## src/rtl/gff_pkg.sv

```systemverilog
`default_nettype none
// ----------------------------------------------------------------------------
// gff_pkg: shared types and constants for the grid flood fill core
// Grid geometry, command kinds and the record passed from front to back.
// ----------------------------------------------------------------------------
package gff_pkg;

    localparam int MAX_COLS = 64;
    localparam int MAX_ROWS = 64;
    localparam int COL_W    = $clog2(MAX_COLS);
    localparam int ROW_W    = $clog2(MAX_ROWS);
    localparam int CELLS    = MAX_COLS * MAX_ROWS;
    localparam int ADDR_W   = COL_W + ROW_W;
    localparam int CNT_W    = 13;
    localparam int VAL_W    = 11;
    localparam int DIM_W    = 7;
    localparam int QCNT_W   = ADDR_W + 1;

    localparam logic [VAL_W-1:0] EMPTY_VAL = '1;

    typedef logic [1:0] kind_t;
    localparam kind_t KIND_WRITE = 2'd0;
    localparam kind_t KIND_READ  = 2'd1;
    localparam kind_t KIND_FILL  = 2'd2;

    localparam logic CFG_WIDTH  = 1'b0;
    localparam logic CFG_HEIGHT = 1'b1;

    // Classified command handed from the front end to the back end.
    typedef struct packed {
        kind_t             kind;
        logic              in_range;
        logic [COL_W-1:0]  col;
        logic [ROW_W-1:0]  row;
        logic [VAL_W-1:0]  value;
    } cmd_t;

endpackage
`default_nettype wire

```

## src/rtl/gff_front.sv

```systemverilog
`default_nettype none
// ----------------------------------------------------------------------------
// gff_front: command intake
// Checks each cell against the grid in use and queues a classified command.
// ----------------------------------------------------------------------------
module gff_front (
    input  wire logic                       aclk,
    input  wire logic                       aresetn,
    input  wire logic                       s_valid,
    output logic                            s_ready,
    input  wire logic [1:0]                 s_kind,
    input  wire logic [gff_pkg::COL_W-1:0]  s_col,
    input  wire logic [gff_pkg::ROW_W-1:0]  s_row,
    input  wire logic [gff_pkg::VAL_W-1:0]  s_tile_value,
    input  wire logic [gff_pkg::DIM_W-1:0]  map_width,
    input  wire logic [gff_pkg::DIM_W-1:0]  map_height,
    output logic                            q_valid,
    output gff_pkg::cmd_t                   q_cmd,
    input  wire logic                       q_ready
);
    import gff_pkg::*;

    // Two-entry queue between the front and back ends.
    cmd_t       buf_reg [2];
    logic       wr_ptr_reg, rd_ptr_reg;
    logic [1:0] count_reg;
    cmd_t       cmd_in;
    logic       push, pop;

    always_comb begin
        cmd_in.kind     = s_kind;
        cmd_in.col      = s_col;
        cmd_in.row      = s_row;
        cmd_in.value    = s_tile_value;
        cmd_in.in_range = ({1'b0, s_col} < map_width) && ({1'b0, s_row} < map_height);
    end

    assign s_ready = (count_reg != 2'd2);
    assign push    = s_valid && s_ready;
    assign q_valid = (count_reg != 2'd0);
    assign q_cmd   = buf_reg[rd_ptr_reg];
    assign pop     = q_valid && q_ready;

    always_ff @(posedge aclk) begin
        if (push) begin
            buf_reg[wr_ptr_reg] <= cmd_in;
        end
        if (!aresetn) begin
            wr_ptr_reg <= 1'b0;
            rd_ptr_reg <= 1'b0;
            count_reg  <= 2'd0;
        end else begin
            if (push) wr_ptr_reg <= ~wr_ptr_reg;
            if (pop)  rd_ptr_reg <= ~rd_ptr_reg;
            count_reg <= count_reg + {1'b0, push} - {1'b0, pop};
        end
    end

endmodule
`default_nettype wire

```

## config.mk

```make
export PLATFORM = sky130hd
export DESIGN_NAME = gff_front
export DESIGN_NICKNAME = d
export VERILOG_FILES = /design/src/rtl/gff_pkg.sv /design/src/rtl/gff_front.sv
export SDC_FILE = /design/constraint.sdc
export NUM_CORES = 1
export LEC_CHECK = 0
export BUFFER_PORTS_ARGS = -buffer_cell sky130_fd_sc_hd__buf_2
export CAP_MARGIN = 10
export CORE_AREA = 2 2 76 78
export CTS_CLUSTER_DIAMETER = 40
export DETAILED_ROUTE_END_ITERATION = 6
export DIE_AREA = 0 0 78 80
export GPL_TIMING_DRIVEN = 0
export PLACE_DENSITY = 0.67
export SETUP_SLACK_MARGIN = 0.2
export SYNTH_ARGS = -nofsm -noshare
export SYNTH_HDL_FRONTEND = slang
export SYNTH_SLANG_ARGS = --single-unit
```

## constraint.sdc

```tcl
create_clock -name aclk -period 3.2 [get_ports aclk]
set_input_delay 0.32 -clock aclk [delete_from_list [all_inputs] [get_ports aclk]]
set_output_delay 0.32 -clock aclk [all_outputs]
set_load 0.02 [all_outputs]
```

==> qor.yml <==
die_w_um: 78
fill_cells: 485
antenna_found_initial: 0
diodes: 0
status: "completed"
criticalPathCategory: "register to output pin"
hp-class: "primary input to register"
power_density_nw_per_um2: 726
dr_total_vias: 1409
grt_remaining_overflow: 0
netlist_area_um2: 2390
finalCritPeriodShare: 0.584
final-seq-area_um2: 1660
synth-seq-area-share: 0.696
cts_buffers: 9
cp.buffers_inverters: 3
grt.busiest_layer: "met2"
area_growth_pct: 27.6
async_reset_ff_frac: 0
cts_tree: "done"
syn_avg_cell_area_um2: 17.0
core_area_um2: 5410
antenna_left: 0
worstHoldStart: "s_tile_value[5]"
synth-edff-count: 52
cp_cell_sequence: "buf_2 > buf_6 > mux2_1 > buf_2"
largest_register_ffs: 52
dp_cells: 284
grt_pass1_vias: 1439
cpLargestDelayFamily: "buffers and inverters"
postSynthCellCount: 140
finalHoldViolations: 0
clockRootBuffer: "clkbuf_8"
wirelength_um: 4010
rows: 27
slew_viol_final: 0
p_leak_uw: 0.00126
start_util: 0.441
yosys.cell_count.top_type: "edfxtp_1"
dieHeight_um: 80
crit_fanout: 10
clock_sinks: 57
yosys_warnings: 0
synth_top_area_share: 0.654
worst_setup_path_start_kind: "register"
worst_pin_slew_ps: 607
dp_hpwl_um: 3000
synthTopCellsByArea: "edfxtp_1 65%, mux2_1 12%, ha_1 6.3%"
htree_levels: 3
cpPeakStageDelay_ps: 340
setup_violations: 0
multi_input_area_um2: 658
yosysUniqueCellTypes: 24
globalplace.congestion: 0.686
cts_resized: 0
drtIter0Drc: 49
numPortBuffers: 70
arrival_ps: 1550
ys_ff_latch: 57
ir_drop_mv: 0.426
postCtsSetupBuffers: 0
finalCriticalPeriod_ps: 1870
required_ps: 2880
path_common_cell: "buf_2"
grt_util_all_layers: 0.144
skew_ps: 7.67
worstSetupEndpointType: "output pin"
grt_use_met3: 0.0486
drtPass1Iterations: 4
clock.fmax_mhz: 536
grt_max_degree: 19
cts_buffer_depth: 2
drv_cap: 0
finalNonFillerCells: 300
syn_nets: 195
path_clk_slew_ps: 60
use_met2: 0.249
nNetsFinal: 278
wl_per_cell_um: 13.4
setup_tns_ps: 0
r2r-start: "count_reg[1]"
slew_headroom: 0.595
synth_ff_type: "edfxtp_1"
drive_above_1_share: 0.408
grt_pass1_wl_um: 6600
cp_slowest_cell: "mux2_1"
synth_top_cell_by_area: "edfxtp_1"
via_per_inst: 4.70
rsz0062_at_grt: "no"
use_met1: 0.162
pin_count: 71
cts-hold-fix-buffers: 0
synth_commonest_cells: "52 x edfxtp_1, 26 x mux2_1, 12 x ha_1"
clock_latency_ps: 320
dieArea_um2: 6240
remaining_drc_errors: 0
[cells by family (layout without fill, tap and decap cells)]
kind of cell / after synthesis / in the layout / share of synthesized area
multiplexers: 26 / 26 / 0.123
XOR/XNOR: 4 / 4 / 0.0178
adder cells (fa/ha/maj): 12 / 12 / 0.0629
AND/OR/NAND/NOR: 18 / 18 / 0.0498
flip-flops: 57 / 57 / 0.696
buffers and inverters: 14 / 102 / 0.0288
AO/OA/AOI/OAI: 9 / 9 / 0.0215
[layer usage]
layer | wire length (um) | share of wire | vias to the layer above
li1 | - | - | 694
met1 | 1610 | 0.40 | 666
met2 | 2110 | 0.53 | 42
met3 | 226 | 0.056 | 7
met4 | 63 | 0.016 | 0
met5 | 0 | 0 | -
[power breakdown]
group          leakage, uW  switching [uW]  internal [uW]
clock network    0.0000932             255            319
registers         0.000527            30.1            949
logic             0.000640             385            274
total              0.00126             669           1540
[metrics by stage]
stage	util	hold WS, ps	setup WS (ps)	power [uW]	area, um2
after floorplan	-	419	950	1430	2390
after global placement	0.523	508	399	1640	2830
after detailed placement	0.531	512	1470	1670	2870
after CTS	0.563	171	1300	2250	3050
after global routing	0.563	169	1220	2340	3050
final	0.563	187	1330	2210	3050
[worst reg2reg max path, delay by kind of cell, from the launching register on]
| family | cells | cell delay (ps) |
|---|---|---|
| xor gates and xnor gates | 2 | 250 |
| and+or+nand+nor | 3 | 570 |
| DFF | 1 | 330 |
| buffers and inverters | 1 | 40 |
| adders and majority gates | 2 | 440 |
[final timing paths]
kind	end	slack, ps	depth (start not counted)
worst max-delay path	q_cmd[21]	1330	4
worst min-delay path	buf_reg[1][5]	190	1
worst max register to register	count_reg[1]	1470	8
worst min register to register	register	550	2
[area by class of cell]
type | count | share of cell area
flip-flops and latches | 57 | 0.546
multi-input cells | 69 | 0.216
repair buffers | 72 | 0.129
clock buffers | 13 | 0.0522
well taps | 72 | 0.0296
inverters | 11 | 0.0136
plain buffers | 3 | 0.00904
clock inverters | 3 | 0.00493
[placed cells by master (no fill, tap or decap), drive strengths merged]
cell    count
and2        4
inv        11
a211oi      2
or2         1
a21oi       4
nand2       1
o22ai       1
mux2       26
buf        75
edfxtp     52
clkinv      3
and3        1
nor2        1
nand2b      3
dfxtp       5
xnor2       4
clkbuf     13
o21ai       2
ha         12
nand3       2
and4b       2
nor2b       2
nor3        1
Power figures use the tool's default switching activity.
